**src/rtl/ptzfe_pkg.sv**
```systemverilog
// ----------------------------------------------------------------------------
// ptzfe_pkg
// Shared types and constants of the pan-tilt command frame encoder: request
// codes, frame marker bytes, direction codes and the built-frame structure.
// ----------------------------------------------------------------------------
package ptzfe_pkg;

	// Longest frame in bytes, and the width of a byte count that can hold it.
	localparam int FRAME_MAX = 9;
	localparam int CNT_W     = $clog2(FRAME_MAX + 1);

	typedef logic [7:0] frame_byte_t;

	typedef enum logic [1:0] {
		FUNC_MOVE = 2'd0,
		FUNC_GOTO = 2'd1,
		FUNC_POLL = 2'd2,
		FUNC_LED  = 2'd3
	} func_t;

	// Frame marker and command bytes.
	localparam frame_byte_t SYNC_PELCO = 8'hff;
	localparam frame_byte_t SYNC_POS   = 8'h3a;
	localparam frame_byte_t END_POS    = 8'h5c;
	localparam frame_byte_t CMD_GOTO   = 8'h81;
	localparam frame_byte_t CMD_POLL   = 8'h82;
	localparam frame_byte_t CMD_LED    = 8'h9b;
	localparam frame_byte_t ADDR_CAM   = 8'h01;
	localparam frame_byte_t ZERO_BYTE  = 8'h00;

	// Pelco-D direction codes.
	localparam frame_byte_t DIR_STOP       = 8'h00;
	localparam frame_byte_t DIR_RIGHT      = 8'h02;
	localparam frame_byte_t DIR_LEFT       = 8'h04;
	localparam frame_byte_t DIR_RIGHT_UP   = 8'h0a;
	localparam frame_byte_t DIR_RIGHT_DOWN = 8'h12;
	localparam frame_byte_t DIR_LEFT_UP    = 8'h0c;
	localparam frame_byte_t DIR_LEFT_DOWN  = 8'h14;

	localparam logic [5:0] MAG_MAX = 6'h3f;

	// IR LED level that selects automatic mode, and the level meaning off.
	localparam logic [3:0] LED_AUTO = 4'd8;
	localparam logic [3:0] LED_OFF  = 4'd0;

	localparam logic [CNT_W-1:0] LEN_SHORT = CNT_W'(7);
	localparam logic [CNT_W-1:0] LEN_LONG  = CNT_W'(9);

	// A complete frame: byte 0 is sent first.
	typedef struct packed {
		logic [FRAME_MAX-1:0][7:0] bytes;
		logic [CNT_W-1:0]          len;
	} frame_t;

endpackage

```
**src/rtl/ptzfe_frame_build.sv**
```systemverilog
// ----------------------------------------------------------------------------
// ptzfe_frame_build
// Builds the whole byte frame of one command request, checksum included.
// ----------------------------------------------------------------------------
module ptzfe_frame_build
	import ptzfe_pkg::*;
(
	input  logic [1:0]        func,
	input  logic signed [6:0] pan_speed,
	input  logic signed [6:0] tilt_speed,
	input  logic [15:0]       pan_position,
	input  logic [15:0]       tilt_position,
	input  logic [3:0]        led_level,
	output frame_t            frame
);

	logic [7:0]  pan_abs;
	logic [7:0]  tilt_abs;
	logic [7:0]  pan_mag;
	logic [7:0]  tilt_mag;
	logic        pan_neg;
	logic        tilt_neg;
	logic        tilt_zero;
	frame_byte_t dir_code;
	frame_byte_t led_a;
	frame_byte_t led_b;
	frame_byte_t pos_cmd;
	logic [15:0] pan_pos;
	logic [15:0] tilt_pos;

	// Magnitude of a signed speed, saturated at 63 (only -64 needs it).
	assign pan_neg  = pan_speed[6];
	assign tilt_neg = tilt_speed[6];
	assign pan_abs  = pan_neg  ? (8'd0 - {pan_speed[6],  pan_speed})
	                           : {1'b0, pan_speed};
	assign tilt_abs = tilt_neg ? (8'd0 - {tilt_speed[6], tilt_speed})
	                           : {1'b0, tilt_speed};
	assign pan_mag  = (pan_abs  > {2'b00, MAG_MAX}) ? {2'b00, MAG_MAX} : pan_abs;
	assign tilt_mag = (tilt_abs > {2'b00, MAG_MAX}) ? {2'b00, MAG_MAX} : tilt_abs;
	assign tilt_zero = (tilt_speed == 7'sd0);

	always_comb begin
		if (pan_speed == 7'sd0 && tilt_zero) begin
			dir_code = DIR_STOP;
		end else if (pan_neg) begin
			dir_code = tilt_neg ? DIR_LEFT_UP : (tilt_zero ? DIR_LEFT : DIR_LEFT_DOWN);
		end else begin
			dir_code = tilt_neg ? DIR_RIGHT_UP : (tilt_zero ? DIR_RIGHT : DIR_RIGHT_DOWN);
		end
	end

	always_comb begin
		if (led_level == LED_AUTO) begin
			led_a = ZERO_BYTE;
			led_b = ZERO_BYTE;
		end else if (led_level == LED_OFF) begin
			led_a = ZERO_BYTE;
			led_b = 8'd1;
		end else begin
			led_a = 8'd1;
			led_b = {4'd0, led_level - 4'd1};
		end
	end

	// A position poll carries zero positions.
	assign pos_cmd  = (func == FUNC_GOTO) ? CMD_GOTO : CMD_POLL;
	assign pan_pos  = (func == FUNC_GOTO) ? pan_position  : 16'd0;
	assign tilt_pos = (func == FUNC_GOTO) ? tilt_position : 16'd0;

	// Checksums are byte sums that wrap at 256, from the second byte onward.
	always_comb begin
		frame = '0;
		case (func)
			FUNC_MOVE: begin
				frame.bytes[0] = SYNC_PELCO;
				frame.bytes[1] = ADDR_CAM;
				frame.bytes[2] = ZERO_BYTE;
				frame.bytes[3] = dir_code;
				frame.bytes[4] = pan_mag;
				frame.bytes[5] = tilt_mag;
				frame.bytes[6] = ADDR_CAM + dir_code + pan_mag + tilt_mag;
				frame.len      = LEN_SHORT;
			end
			FUNC_GOTO, FUNC_POLL: begin
				frame.bytes[0] = SYNC_POS;
				frame.bytes[1] = SYNC_PELCO;
				frame.bytes[2] = pos_cmd;
				frame.bytes[3] = pan_pos[15:8];
				frame.bytes[4] = pan_pos[7:0];
				frame.bytes[5] = tilt_pos[15:8];
				frame.bytes[6] = tilt_pos[7:0];
				frame.bytes[7] = SYNC_PELCO + pos_cmd + pan_pos[15:8] + pan_pos[7:0]
				               + tilt_pos[15:8] + tilt_pos[7:0];
				frame.bytes[8] = END_POS;
				frame.len      = LEN_LONG;
			end
			default: begin
				frame.bytes[0] = SYNC_PELCO;
				frame.bytes[1] = SYNC_PELCO;
				frame.bytes[2] = ZERO_BYTE;
				frame.bytes[3] = CMD_LED;
				frame.bytes[4] = led_a;
				frame.bytes[5] = led_b;
				frame.bytes[6] = SYNC_PELCO + CMD_LED + led_a + led_b;
				frame.len      = LEN_SHORT;
			end
		endcase
	end

endmodule

```
**src/rtl/ptz_command_frame_encoder.sv**
```systemverilog
// ----------------------------------------------------------------------------
// ptz_command_frame_encoder
// Turns one pan-tilt command request into its serial frame, one byte per
// output request, with last_byte marking the final byte of each frame.
// ----------------------------------------------------------------------------
//
//  Channel | Handshake             | Payload
//  --------+-----------------------+---------------------------------------------
//  in      | in_valid / in_ready   | func, pan_speed, tilt_speed, pan_position,
//          |                       | tilt_position, led_level
//  out     | out_valid / out_ready | out_byte, last_byte
//
//  A request produces 7 bytes (move, IR LED) or 9 bytes (go to position,
//  position poll), one per cycle while out_ready is high, as the serializer
//  shifts one byte per cycle. An accepted request passes through the holding
//  register and the serializer before its first byte reaches the output register.
//  The next request is taken into a holding frame register while the current
//  frame is still being sent, so frames follow each other with no gap.
//  Stalls on out_ready freeze the output register and a busy serializer in place.
//  Reset (arst_n low) empties the holding register, serializer and output.
// ----------------------------------------------------------------------------
module ptz_command_frame_encoder
	import ptzfe_pkg::*;
(
	input  logic              clk,
	input  logic              arst_n,
	input  logic              in_valid,
	output logic              in_ready,
	input  logic [1:0]        func,
	input  logic signed [6:0] pan_speed,
	input  logic signed [6:0] tilt_speed,
	input  logic [15:0]       pan_position,
	input  logic [15:0]       tilt_position,
	input  logic [3:0]        led_level,
	output logic              out_valid,
	input  logic              out_ready,
	output logic [7:0]        out_byte,
	output logic              last_byte
);

	// Frame built from the request at the input.
	frame_t build_frame;

	// Stage 1: a complete frame waiting for the serializer.
	frame_t pend_frame_s1;
	logic   pend_valid_s1;

	// Stage 2: the serializer. Byte 0 of the shift register is the next byte
	// to send, and the count says how many bytes of the frame are left.
	logic [FRAME_MAX-1:0][7:0] ser_bytes_s2;
	logic [CNT_W-1:0]          ser_cnt_s2;

	// Output register.
	logic       out_valid_q;
	logic [7:0] out_byte_q;
	logic       last_q;

	logic in_take;
	logic out_load;
	logic ser_busy;
	logic ser_free;

	ptzfe_frame_build u_build (
		.func          (func),
		.pan_speed     (pan_speed),
		.tilt_speed    (tilt_speed),
		.pan_position  (pan_position),
		.tilt_position (tilt_position),
		.led_level     (led_level),
		.frame         (build_frame)
	);

	// The holding register takes a new request whenever it is empty; it
	// empties as soon as the serializer is free, that is when the serializer
	// is empty or is handing its final byte to the output register.
	assign in_ready = ~pend_valid_s1;
	assign in_take  = in_valid & in_ready;

	// The output register loads when it is empty or its byte is being taken.
	assign out_load = ~out_valid_q | out_ready;
	assign ser_busy = (ser_cnt_s2 != '0);

	// The serializer can take a new frame when it is empty, or when its final
	// byte moves into the output register in this cycle.
	assign ser_free = ~ser_busy | (out_load & (ser_cnt_s2 == CNT_W'(1)));

	always_ff @(posedge clk or negedge arst_n) begin
		if (!arst_n) begin
			pend_valid_s1 <= 1'b0;
		end else if (in_take) begin
			pend_valid_s1 <= 1'b1;
		end else if (ser_free) begin
			pend_valid_s1 <= 1'b0;
		end
	end

	always_ff @(posedge clk) begin
		if (in_take) begin
			pend_frame_s1 <= build_frame;
		end
	end

	always_ff @(posedge clk or negedge arst_n) begin
		if (!arst_n) begin
			ser_cnt_s2 <= '0;
		end else if (ser_free) begin
			ser_cnt_s2 <= pend_valid_s1 ? pend_frame_s1.len : '0;
		end else if (out_load && ser_busy) begin
			ser_cnt_s2 <= ser_cnt_s2 - CNT_W'(1);
		end
	end

	always_ff @(posedge clk) begin
		if (ser_free) begin
			ser_bytes_s2 <= pend_frame_s1.bytes;
		end else if (out_load && ser_busy) begin
			ser_bytes_s2 <= ser_bytes_s2 >> 8;
		end
	end

	always_ff @(posedge clk or negedge arst_n) begin
		if (!arst_n) begin
			out_valid_q <= 1'b0;
		end else if (out_load) begin
			out_valid_q <= ser_busy;
		end
	end

	always_ff @(posedge clk) begin
		if (out_load && ser_busy) begin
			out_byte_q <= ser_bytes_s2[0];
			last_q     <= (ser_cnt_s2 == CNT_W'(1));
		end
	end

	assign out_valid = out_valid_q;
	assign out_byte  = out_byte_q;
	assign last_byte = last_q;

endmodule

```
**config.mk**
```make
export PLATFORM = sky130hd
export DESIGN_NAME = ptz_command_frame_encoder
export DESIGN_NICKNAME = d
export VERILOG_FILES = /design/src/rtl/ptzfe_pkg.sv /design/src/rtl/ptzfe_frame_build.sv /design/src/rtl/ptz_command_frame_encoder.sv
export SDC_FILE = /design/constraint.sdc
export NUM_CORES = 1
export LEC_CHECK = 0
export BUFFER_PORTS_ARGS = -buffer_cell sky130_fd_sc_hd__clkbuf_2
export CORE_MARGIN = 2
export CORE_UTILIZATION = 35
export DETAILED_ROUTE_END_ITERATION = 10
export HOLD_SLACK_MARGIN = 0.02
export PLACE_DENSITY = 0.58
export SYNTH_ARGS = -nofsm -noshare
export SYNTH_HDL_FRONTEND = slang
export SYNTH_SLANG_ARGS = --single-unit
```
**constraint.sdc**
```tcl
create_clock -name clk -period 4.08 [get_ports clk]
set_input_delay 0 -clock clk [delete_from_list [all_inputs] [get_ports clk]]
set_output_delay 0 -clock clk [all_outputs]
set_load 0.005 [all_outputs]
```
==> impl.org, run 1 <==
** Finish
- The filler cells instantiated in the layout total 1918.
- The multi-input combinational cells in the finished layout cover a total of 0.00294 mm2.
- Most common library cell in the layout ignoring fill and taps :: sky130_fd_sc_hd__nand2_1
- Area grow syn2layout :: 18.2%
- FF+latch area :: 0.00372 mm2
- The repair_antennas step left the layout with diodes totalling 0.
- The net count of the finished layout is 847.
- Final design utilization :: 0.422
- After the flow finishes, the layout carries non-filler instances totaling 1008.
- In the final layout, the share of cells above drive strength 1 is 0.149.
- Leaving out fill and tap cells, the most frequent cells in the layout are 169 x sky130_fd_sc_hd__nand2_1, 119 x sky130_fd_sc_hd__edfxtp_1, 66 x sky130_fd_sc_hd__clkbuf_2.
- After routing the design area is 0.00825 mm2.

** Yosys
- Dividing the synthesized area by the synthesized cell count gives 10.8 um2.
- In the synthesized netlist the dominant register cell turns out to be sky130_fd_sc_hd__edfxtp_1.
- Main combinational cell family by area after synthesis :: simple AND/OR/NAND/NOR gates
- Of the post-synthesis cell area, the part taken by muxes is 0.00484.
- Post-synthesis sequential area ratio :: 0.534
- Cell taking the most area after synthesis :: sky130_fd_sc_hd__edfxtp_1
- Count of flip-flops with a built-in enable after synthesis :: 119
- Of the post-synthesis cell area, the dominant cell type holds 0.512.
- Post-synthesis cell type count :: 59
- The area fraction in compound gates after synthesis came to 0.104.
- Post-Synth Simple-Gate Area :: 0.162
- Ys async rst share :: 0.0480
- Synthesized-area fraction occupied by xor and xnor cells :: 0.0170
- Of the total synthesized cell area, the portion taken by full adders, half adders and majority gates is 0.131.
- For this run, the number of Yosys warnings is 0.
- Synthesis produced a netlist whose cell count is 648.
- By area the synthesized netlist is led by sky130_fd_sc_hd__edfxtp_1 51%, sky130_fd_sc_hd__nand2_1 9.1%, sky130_fd_sc_hd__ha_1 7.4%, sky130_fd_sc_hd__fa_1 5.7%, sky130_fd_sc_hd__inv_1 3.2%.
- Number of flip-flops and latches in the synthesized netlist :: 125
- Post-synth design cell area :: 0.00698 mm2

** Global route
- The first global-routing pass estimated 23800 um of wire.
- Total overflow reported by the global router :: 0
- Global Route Usage Sum :: 0.145
- Entering global routing, the biggest net connects 47 pins.
- Initial antenna violation count :: 0
- The number of global-route vias before repair was 4559.

** STA
- Dividing the final minimum period by the clock period gives 0.936.
- The number of endpoints with negative hold slack in the final report was 0.
- Setup violations remaining at the end of the flow were counted as 0.
- Hold WS :: 41.8 ps
- Setup slack closes at 260 ps.
- Setup repair after global routing left no endpoint under its margin.
- Transition time at the pin with the least slew margin :: 1030 ps
- For the final database, setup skew stands at 5.82 ps.
- In this run the tightest slew margin relative to its limit is 0.310.
- Adding up every negative setup slack in the final design gives 0 ps.
- Derived from the worst setup path, the maximum achievable clock frequency is 262 MHz.
- The smallest clock period supported by the final layout is computed as 3820 ps.
- Number of slew-limit violations in the final report :: 0

** Clock tree
- Counting the buffers created by CTS gives 17.
- CTS built an H-tree with a depth of 4.
- Number of setup buffers added after CTS :: 0
- The cell sitting at the root of the clock tree is a sky130_fd_sc_hd__clkbuf_16.
- Clock Latency Late Sink :: 410 ps
- Clock-pin transition on the worst setup and hold timing paths :: 50 ps
- For this design, the sink count on the clock tree is 125.
- TritonCTS built the clock tree.
- Maximum buffer depth of the clock tree :: 2

** Placement
- Detailed Place HPWL :: 11200 um
- Weighted congestion at the end of routability-driven global placement :: 0.918
- Port Buffer Count :: 66
- Once placement finished, the instance area stood at 0.00762 mm2.
- Post-placement setup slack :: 273 ps
- Counting tap cells, the placed design contains a total of 963 instances.

** Critical path
- The cell that appears most often on the critical path is sky130_fd_sc_hd__inv_1.
- For this design, the slowest cell found on the critical path is sky130_fd_sc_hd__dlygate4sd3_1.
- Worst Path Class, Setup :: input port to flip-flop
- Data on the critical path is required at its endpoint by 4310 ps.
- Counting cells, the worst reg-to-reg path comes to 6.
- End of the critical path :: pend_frame_s1[66]$_SDFFCE_PP0P_
- Largest stage delay on the critical path :: 540 ps
- Critical Path Sink Type :: flip-flop
- FF-to-FF End :: ser_bytes_s2[18]$_SDFFCE_PN0P_
- Along the worst path, the maximum fanout reaches 24.
- The worst setup path is launched from an input port.
- Slack of the worst reg-to-reg path :: 1630 ps
- The signal on the critical path passes through dlygate4sd3_1, clkbuf_2, inv_1, ha_2, buf_6, nand2_1, ha_1, inv_1, fa_1, inv_1, fa_1, inv_1, ha_1, nor2b_1, o21ai_1, a21boi_1, or3_1, o311ai_1.
- Worst r2r src :: ser_cnt_s2[0]$_DFFE_PN0P_
- Data arrival time of the critical path :: 4050 ps
- The critical path starts at func[1].

** Flow run
- Max-cap violations :: 0

** Worst hold path
- Worst min-delay path startpoint :: pan_position[14]
- Class of the tightest hold or removal check :: input port to flip-flop

** Power
- In this run the power density over the cells is 537 mW/mm2.
- In this run the static leakage power is 3.60 nW.
- Power comes to 4.42 mW.
- The worst-case IR drop observed on VDD is 293 uV.

** Drt
- Drt first pass iters :: 4
- Vias/cell :: 4.72
- DRC Markers :: 0
- Wire length per cell after detailed routing :: 14.8 um
- Remaining antenna violation count :: 0
- The first routing iteration left 287 violations.
- Total wire length after detailed routing :: 14900 um
- The detailed router placed 4757 vias in this run.

** Floorplan
- During I/O placement, the number of pins put on the boundary was 67.
- Core Footprint :: 0.0195 mm2
- Starting Density :: 0.357
- Die outline height :: 145 um
- The die covers 0.0211 mm2.
- The floorplan has 51 rows.
- Die boundary width :: 145 um

** Status
- Outcome :: complete, no violations
[what timing repair did]
item                                   4_1_cts  5_1_grt
hold buffers                                13        0
setup endpoints to repair                    0        3
endpoints found under the hold margin       19        0
resized for setup                            0        2
[cell type report]
| type | instances | area share |
|---|---|---|
| clock buffers | 20 | 0.0530 |
| clock inverters | 12 | 0.00668 |
| multi-input cells | 438 | 0.356 |
| well taps | 265 | 0.0402 |
| inverters | 59 | 0.0269 |
| repair buffers | 89 | 0.0654 |
| flip-flops and latches | 125 | 0.452 |
[synthesized netlist by cell type (6+ instances only)]
| cell type | number |
|---|---|
| sky130_fd_sc_hd__ha_1 | 41 |
| sky130_fd_sc_hd__nand2_1 | 170 |
| sky130_fd_sc_hd__nor2_1 | 16 |
| sky130_fd_sc_hd__a21o_1 | 14 |
| sky130_fd_sc_hd__dfrtp_1 | 6 |
| sky130_fd_sc_hd__nand3_1 | 8 |
| sky130_fd_sc_hd__inv_1 | 59 |
| sky130_fd_sc_hd__a21oi_1 | 23 |
| sky130_fd_sc_hd__nand2b_1 | 7 |
| sky130_fd_sc_hd__edfxtp_1 | 119 |
| sky130_fd_sc_hd__buf_2 | 8 |
| sky130_fd_sc_hd__fa_1 | 20 |
| sky130_fd_sc_hd__nor2b_1 | 6 |
| sky130_fd_sc_hd__o21ai_0 | 23 |
| sky130_fd_sc_hd__and2_1 | 17 |
| sky130_fd_sc_hd__clkbuf_1 | 18 |
| sky130_fd_sc_hd__nor3_1 | 6 |
| sky130_fd_sc_hd__and3_1 | 8 |
| sky130_fd_sc_hd__xnor2_1 | 7 |
[sequential cells by signal (all words and copies together), names as in the netlist]
signal / count
last_byte: 1
ser_cnt_s2: 4
out_byte: 8
out_valid: 1
pend_valid_s1: 1
ser_bytes_s2: 65
pend_frame_s1: 45
[critical path: cells and delay by family]
kind | cells | cell delay (ps)
AND/OR/NAND/NOR | 3 | 620
adder cells (fa/ha/maj) | 5 | 1920
buffers and inverters | 7 | 1130
AO/OA/AOI/OAI | 3 | 350
[routing by layer]
metal	routed length (um)	vias to the layer above	track usage
li1	-	2405	-
met3	709	20	0.0324
met4	310	0	0.0529
met5	0	-	0
met1	7110	2207	0.201
met2	6790	125	0.222
[worst min path at each step]
stage | endpoint | slack (ps) | cells past startpoint
3_3_place_gp | pend_valid_s1$_DFFE_PN0P_ | -160 | 1
6_report | pend_frame_s1[34]$_DFFE_PP_ | 40 | 2
4_1_cts | pend_frame_s1[56]$_DFFE_PP_ | 20 | 3
5_1_grt | pend_frame_s1[56]$_DFFE_PP_ | 40 | 3
3_5_place_dp | pend_valid_s1$_DFFE_PN0P_ | -160 | 1
2_1_floorplan | out_valid$_DFFE_PN0P_ | -300 | 0
[cell families (layout without fill, tap and decap cells)]
kind of cell	Yosys count	in the layout
adder cells (fa/ha/maj)	61	61
XOR/XNOR	12	12
other	1	2
AO/OA/AOI/OAI	108	108
flip-flops	125	125
buffers and inverters	86	180
AND/OR/NAND/NOR	252	252
multiplexers	3	3
[power breakdown]
group / internal (mW) / switching (mW) / total (mW)
Sequential: 1.92 / 0.107 / 2.03
Clock: 0.754 / 0.498 / 1.25
Combinational: 0.459 / 0.685 / 1.14
Total: 3.14 / 1.29 / 4.42
Power figures use the tool's default switching activity.
==> inputs of run 2 (changes only) <==
==> constraint.sdc (replaced) <==
create_clock -name clk -period 3.7 [get_ports clk]
set_input_delay 0 -clock clk [delete_from_list [all_inputs] [get_ports clk]]
set_output_delay 0 -clock clk [all_outputs]
set_load 0.005 [all_outputs]
==> impl.org, run 2 (synthesized netlist as in run 1, its figures left out) <==
** Flow run
- Max-cap violations :: 0 (unchanged)

** Floorplan
- The floorplan core area came to 0.0195 mm2 (unchanged).
- Die outline height :: 145 um (unchanged)
- Boundary Pins :: 67 (unchanged)
- Area of the die :: 0.0211 mm2 (unchanged)
- Starting Density :: 0.357 (unchanged)
- The horizontal extent of the die came to 145 um (unchanged).
- The number of standard-cell rows in the floorplan was 51 (unchanged).

** Placement
- Weighted congestion at the end of routability-driven global placement :: 0.848 (-7.6%)
- The number of port buffers is 66 (unchanged).
- Area of placed instances :: 0.00766 mm2 (+0.56%)
- The sum of net half-perimeters after detailed placement is 10900 um (-2.8%).
- The number of cells in the design after placement is 965 (+0.21%).
- Post-placement setup slack :: -8.58 ps (-282 ps)

** Critical path
- Critical Path Sink Type :: flip-flop
- Crit start category :: input port
- Data arrival time of the critical path :: 3530 ps (-520 ps)
- Worst Path Class, Setup :: input port to flip-flop
- Largest driver fanout on the critical path :: 20 (-17%)
- The required time reported for the critical path endpoint came to 3920 ps (-390 ps).
- FF-to-FF End :: ser_bytes_s2[2]$_DFFE_PP_
- Register-to-Register Path Depth :: 7 (+1)
- The reg-to-reg setup timing slack is 1500 ps (-130 ps).
- Worst r2r src :: ser_cnt_s2[0]$_DFFE_PN0P_

** STA
- Number of slew-limit violations in the final report :: 0 (unchanged)
- The number of endpoints with negative hold slack in the final report came to 0 (unchanged).
- Max Clock Freq :: 302 MHz
- RSZ-0062 raised after global routing :: false
- The worst-margin pin slew was 805 ps (-229 ps).
- Hold WS :: 57.6 ps (+15.8 ps)
- Dividing the final minimum period by the clock period gives 0.894.
- Worst setup margin :: 391 ps (+130 ps)
- Setup TNS after final layout :: 0 ps (unchanged)
- Post-layout min period :: 3310 ps
- The clock skew is 8.13 ps (+2.31 ps).
- The total of endpoints with negative setup slack in the final report came to 0 (unchanged).
- The worst relative slew slack was 0.461 (+0.151).

** Drt
- The total wire length came to 14900 um (about the same).
- The highest layer touched by signal routing is met4.
- Met2 layer wire length in the routed design :: 6660 um (-1.9%)
- The total number of vias came to 4849 (+1.9%).
- Routed metal-1 wire length :: 7310 um (+2.8%)
- DRC Markers :: 0 (unchanged)
- The number of DRC violations after detailed-routing iteration 0 came to 302 (+5.2%).
- Remaining antenna violation count :: 0 (unchanged)
- The average via count per standard cell is 4.80 (+1.6%).
- Wire length per cell after detailed routing :: 14.8 um (-0.32%)
- Drt first pass iters :: 5 (+1)
- Routed length on met3 :: 745 um (+5.1%)

** Finish
- Final Non-Filler Cells :: 1011 (+0.30%)
- Fill cells :: 1933 (+0.78%)
- The fraction of final layout cells sized beyond drive strength 1 came to 0.151 (+0.00208).
- The library cells used most frequently in the layout, excluding fill and tap cells, are 169 x sky130_fd_sc_hd__nand2_1, 119 x sky130_fd_sc_hd__edfxtp_1, 66 x sky130_fd_sc_hd__clkbuf_2.
- The utilization of the core after routing is 0.427 (+0.00481).
- More flip-flops sit in one register than any other, and that register is ser_bytes_s2.
- Diodes inserted :: 0 (unchanged)
- Area of the multi-input gates :: 0.00294 mm2 (unchanged)
- Final instance area :: 0.00834 mm2 (+1.1%)
- FF+latch area :: 0.00372 mm2 (unchanged)
- The number of flip-flops in the largest register came to 65 (unchanged).
- Most common library cell in the layout ignoring fill and taps :: sky130_fd_sc_hd__nand2_1
- Area grow syn2layout :: 19.5%
- The final net count is 850 (+0.35%).

** Worst hold path
- The path class of the tightest hold or removal check is input port to flip-flop.
- Worst hold path depth :: 3 (+1)
- Worst hold endpoint :: pend_frame_s1[47]$_DFFE_PP_
- The worst hold path begins at tilt_position[11].

** Clock tree
- The number of CTS-inserted buffers is 17 (unchanged).
- The total number of clock tree sinks is 125 (unchanged).
- Clock-pin transition on the worst setup and hold timing paths :: 50 ps (about the same)
- Maximum buffer depth of the clock tree :: 2 (unchanged)
- Number of setup buffers added after CTS :: 0 (unchanged)
- Clock Latency Late Sink :: 410 ps (about the same)
- CTS tree :: built
- Cell chosen for the clock root :: sky130_fd_sc_hd__clkbuf_16
- Number of H-tree levels :: 4 (unchanged)

** Power
- The total power is 5.02 mW (+14%).
- The leakage dissipation is 3.65 nW (+1.3%).
- The highest ir drop seen on vdd was 301 uV (+2.9%).
- The power density over cell area was 602 mW/mm2 (+12%).

** Global route
- Via count of the first global-routing pass :: 4576 (+0.37%)
- Pin count of the biggest net entering global routing :: 49 (+4.3%)
- The overall track demand over capacity in global routing was 0.146 (+0.00126).
- Total overflow reported by the global router :: 0 (unchanged)
- Initial antenna violation count :: 0 (unchanged)
- Wire length of the first global-routing pass :: 24000 um (+0.70%)

** Status
- Outcome :: complete, no violations
run 2: worst max-delay path by stage:
stage | startpoint | endpoint | slack (ps) | cells after the start
global route | func[1] | pend_frame_s1[66]$_SDFFCE_PP0P_ | 190 | 17
global placement | func[1] | pend_frame_s1[66]$_SDFFCE_PP0P_ | 70 | 17
finish | func[1] | pend_frame_s1[66]$_SDFFCE_PP0P_ | 390 | 17
CTS | func[1] | pend_frame_s1[66]$_SDFFCE_PP0P_ | 420 | 17
floorplan | func[1] | pend_frame_s1[65]$_SDFFCE_PP0P_ | 20 | 16
detailed placement | func[1] | pend_frame_s1[66]$_SDFFCE_PP0P_ | -9 | 17
run 2: routing by layer:
layer,global-route usage,up-vias
met5,0,-
met4,0.0485,0
met3,0.0311,13
met2,0.221,138
met1,0.208,2285
li1,-,2413
run 2: area by class of cell:
class	count	share of cell area
inverter	59	0.0266
multi-input combinational	438	0.352
clock buffer	20	0.0524
clock inverter	12	0.0123
tap	265	0.0398
sequential	125	0.447
timing repair buffer	92	0.0702
run 2: power breakdown:
| group | internal [mW] | total, mW | switching, mW | leakage (nW) |
|---|---|---|---|---|
| Sequential | 2.12 | 2.24 | 0.120 | 1.22 |
| Combinational | 0.515 | 1.27 | 0.756 | 2.15 |
| Clock | 0.969 | 1.52 | 0.546 | 0.266 |
run 2: critical path, cell delays in order:
cell                       delay, ps
sky130_fd_sc_hd__clkbuf_2        100
sky130_fd_sc_hd__inv_1            70
sky130_fd_sc_hd__ha_2            300
sky130_fd_sc_hd__buf_4           270
sky130_fd_sc_hd__nand2_1         110
sky130_fd_sc_hd__ha_1            290
sky130_fd_sc_hd__inv_1            50
sky130_fd_sc_hd__fa_1            530
sky130_fd_sc_hd__inv_1            50
sky130_fd_sc_hd__fa_1            500
sky130_fd_sc_hd__inv_1            40
sky130_fd_sc_hd__ha_1            320
sky130_fd_sc_hd__nor2b_1         160
sky130_fd_sc_hd__o21ai_1         160
sky130_fd_sc_hd__a21boi_1        120
sky130_fd_sc_hd__or3_1           360
sky130_fd_sc_hd__o311ai_1         90
run 2: timing repair:
| item | CTS | global route |
|---|---|---|
| hold buffers | 14 | 0 |
| setup endpoints to repair | 0 | 0 |
| gates resized for setup | 0 | 0 |
| hold endpoints to repair | 25 | 0 |
==> inputs of run 3 (changes only) <==
--- a/config.mk
+++ b/config.mk
@@ -6,7 +6,7 @@
 export NUM_CORES = 1
 export LEC_CHECK = 0
 export BUFFER_PORTS_ARGS = -buffer_cell sky130_fd_sc_hd__clkbuf_2
-export CORE_MARGIN = 2
+export CORE_MARGIN = 4
 export CORE_UTILIZATION = 35
 export DETAILED_ROUTE_END_ITERATION = 10
 export HOLD_SLACK_MARGIN = 0.02
==> impl.org, run 3 (synthesized netlist as in run 1, its figures left out) <==
** Critical path
- Worst Path Class, Setup :: input port to flip-flop
- Family of cells with the greatest summed delay on the critical path :: adder cells
- Largest stage delay on the critical path :: 540 ps (about the same)
- The endpoint identified for the worst register-to-register timing path is ser_cnt_s2[3]$_DFFE_PN0P_.
- The worst reg2reg path depth came to 7 (unchanged).
- The reg-to-reg setup timing slack is 1500 ps (about the same).
- Worst r2r src :: ser_cnt_s2[0]$_DFFE_PN0P_
- Cell with the biggest individual delay on the critical path :: sky130_fd_sc_hd__fa_1
- The buffers plus inverters on the worst setup path is 4 (-2).
- The worst setup path is launched from an input port.
- The biggest fanout along the worst timing path is 10 (-50%).
- Endpoint required time on the critical path :: 3920 ps (about the same)
- The critical path arrival is 3530 ps (about the same).
- Critical Path Sink Type :: flip-flop
- Traced cell by cell, the critical path runs through clkbuf_2, inv_1, ha_2, nand2_1, ha_1, fa_1, inv_1, fa_1, ha_1, inv_1, fa_1, nor2b_1, o21ai_1, a21boi_1, nor2_1, o311ai_1.

** Drt
- The final routed DRC violation total is 0 (unchanged).
- The number of DRC violations after detailed-routing iteration 0 was 421 (+39%).
- The average via count per standard cell came to 4.78 (-0.34%).
- The total number of vias is 4823 (-0.54%).
- Remaining antenna violation count :: 0 (unchanged)
- The total wire length is 15100 um (+1.5%).
- Wire length per cell after detailed routing :: 15.0 um (+1.7%)
- Drt first pass iters :: 4 (-1)

** Clock tree
- The total number of clock tree sinks came to 125 (unchanged).
- Clock-pin transition on the worst setup and hold timing paths :: 50 ps (about the same)
- CTS placed an instance of sky130_fd_sc_hd__clkbuf_16 at the clock tree root.
- Number of H-tree levels :: 4 (unchanged)
- CTS tree :: built
- CTS-repair resized insts :: 0 (unchanged)
- The clock insertion delay at the later pin of the skew report was 400 ps (about the same).
- Maximum buffer depth of the clock tree :: 2 (unchanged)
- Number of buffers inserted during clock tree synthesis :: 17 (unchanged)

** Placement
- Weighted congestion at the end of routability-driven global placement :: 0.911 (+7.4%)
- The cell area after placement came to 0.00767 mm2 (+0.13%).
- The worst setup slack after placement came to -27.3 ps (-18.8 ps).
- The sum of net half-perimeters after detailed placement was 11300 um (+3.2%).
- Port Buffer Count :: 66 (unchanged)
- The number of cells in the design after placement is 968 (+0.31%).

** STA
- Post-route clock skew :: 4.37 ps (-3.76 ps)
- Share of the clock period used by the worst path :: 0.894 (about the same)
- Transition time at the pin with the least slew margin :: 914 ps (+109 ps)
- Number of setup violations in the final report :: 0 (unchanged)
- Setup repair after global routing left no endpoint under its margin.
- The highest attainable clock frequency was 302 MHz (about the same).
- The minimum hold slack came to 50.2 ps (-7.46 ps).
- Setup TNS after final layout :: 0 ps (unchanged)
- Number of hold-slack violations in the final timing report :: 0 (unchanged)
- Post-layout min period :: 3310 ps (-0.151 ps)
- Number of slew-limit violations in the final report :: 0 (unchanged)
- Worst setup margin :: 391 ps (+0.151 ps)
- Max-slew headroom at the worst pin :: 0.388 (-0.0727)

** Finish
- Counting flops per register, the top entry is ser_bytes_s2.
- Leaving out fill and tap cells, the most frequent cell in the layout is sky130_fd_sc_hd__nand2_1.
- The final net count came to 849 (-0.12%).
- The final standard cell count with taps included and fillers excluded was 1009 (-0.20%).
- Leaving out fill and tap cells, the most frequent cells in the layout are 169 x sky130_fd_sc_hd__nand2_1, 119 x sky130_fd_sc_hd__edfxtp_1, 66 x sky130_fd_sc_hd__clkbuf_2.
- The number of flip-flops in the largest register is 65 (unchanged).
- The utilization of the core after routing is 0.425 (-0.00199).
- The fraction of final layout cells sized beyond drive strength 1 was 0.161 (+0.00982).
- The antenna diode instance count is 0 (unchanged).
- Relative to the synthesized area, the layout overhead comes to 19.0%.
- The final cell area excluding filler cells was 0.00830 mm2 (-0.47%).

** Status
- Outcome :: complete, no violations

** Floorplan
- The floorplan core area was 0.0195 mm2 (unchanged).
- Starting Density :: 0.357 (unchanged)
- The area of the die was 0.0223 mm2 (+5.6%).
- Number of placement rows :: 51 (unchanged)
- The number of I/O pins was 67 (unchanged).
- The vertical extent of the die came to 149 um (+2.8%).
- The horizontal extent of the die was 149 um (+2.8%).

** Worst hold path
- In this run the most critical hold path is launched from pan_position[14].
- The tightest min-delay check is of the input port to flip-flop type.
- The path with the worst hold slack has its endpoint at pend_frame_s1[34]$_DFFE_PP_.
- Worst hold path depth :: 2 (-1)

** Power
- The proportion of power drawn by the clock network came to 0.295 (-0.007).
- The leakage dissipation is 3.62 nW (-0.59%).
- The combinational power share is 0.255 (+0.002).
- The power density over cell area is 600 mW/mm2 (-0.46%).
- Worst vdd ir :: 341 uV (+13%)
- Sequential power share :: 0.449 (+0.003)
- The net switching power is 1.45 mW (+2.0%).
- Design internal power :: 3.53 mW (-2.1%)
- The total power came to 4.98 mW (-0.92%).
- The net switching share of the total power was 0.291 (+0.00830).

** Global route
- The number of global-route vias before repair is 4674 (+2.1%).
- The initial antenna violation count came to 0 (unchanged).
- The maximum number of pins on one net before global-route repair came to 58 (+18%).
- Total overflow reported by the global router :: 0 (unchanged)
- Global Route Usage Sum :: 0.142 (-0.00342)
- The first-pass GRT wire length came to 24500 um (+2.1%).

** Flow run
- Max-cap violations :: 0 (unchanged)
[run 3: changes by cell type in the layout (fill, tap and decap cells not counted), sizes merged]
cell,delta
dlygate4sd3,-4
buf,+3
clkbuf,-3
clkinvlp,+3
bufinv,-1
[run 3: cell type report]
| cell class | count | area (um2) |
|---|---|---|
| fill | 1868 | 11200 |
| tap | 265 | 332 |
| multi-input combinational | 438 | 2940 |
| sequential | 125 | 3720 |
| inverter | 59 | 221 |
| timing repair buffer | 91 | 556 |
| clock buffer | 17 | 425 |
| clock inverter | 14 | 105 |
[run 3: metal layers]
| metal | wire length (um) | GRT usage | vias to the layer above |
|---|---|---|---|
| met4 | 288 | 0.0416 | 0 |
| li1 | - | - | 2406 |
| met3 | 883 | 0.0395 | 21 |
| met2 | 6870 | 0.219 | 139 |
| met1 | 7100 | 0.198 | 2257 |
| met5 | 0 | 0 | - |
[run 3: how the worst max path moves through the flow]
stage	from	end	slack [ps]	depth (start not counted)
final	func[1]	pend_frame_s1[66]$_SDFFCE_PP0P_	390	16
after global routing	func[1]	pend_frame_s1[66]$_SDFFCE_PP0P_	130	16
after CTS	func[1]	pend_frame_s1[66]$_SDFFCE_PP0P_	400	16
after detailed placement	func[1]	pend_frame_s1[66]$_SDFFCE_PP0P_	-30	16
after global placement	func[1]	pend_frame_s1[66]$_SDFFCE_PP0P_	90	16
after floorplan	func[1]	pend_frame_s1[65]$_SDFFCE_PP0P_	20	16
[run 3: repair_timing]
item,in CTS,in global routing
hold buffers,10,0
setup buffers,0,0
hold endpoints to repair,16,0
[run 3: worst reg2reg max path: stages (launching register included)]
cell,delay [ps]
sky130_fd_sc_hd__dfrtp_1,410
sky130_fd_sc_hd__inv_1,110
sky130_fd_sc_hd__ha_1,240
sky130_fd_sc_hd__a21o_1,310
sky130_fd_sc_hd__and2_1,250
sky130_fd_sc_hd__buf_4,400
sky130_fd_sc_hd__o211ai_1,160
sky130_fd_sc_hd__a22oi_1,230
[run 3: power by group through the flow]
stage | registers [mW] | clock network [mW] | logic (mW)
2_1_floorplan | 2.24 | 0 | 0.910
3_3_place_gp | 2.25 | 0 | 1.26
3_5_place_dp | 2.27 | 0 | 1.27
4_1_cts | 2.24 | 1.50 | 1.29
5_1_grt | 2.28 | 1.58 | 1.47
6_report | 2.24 | 1.47 | 1.27
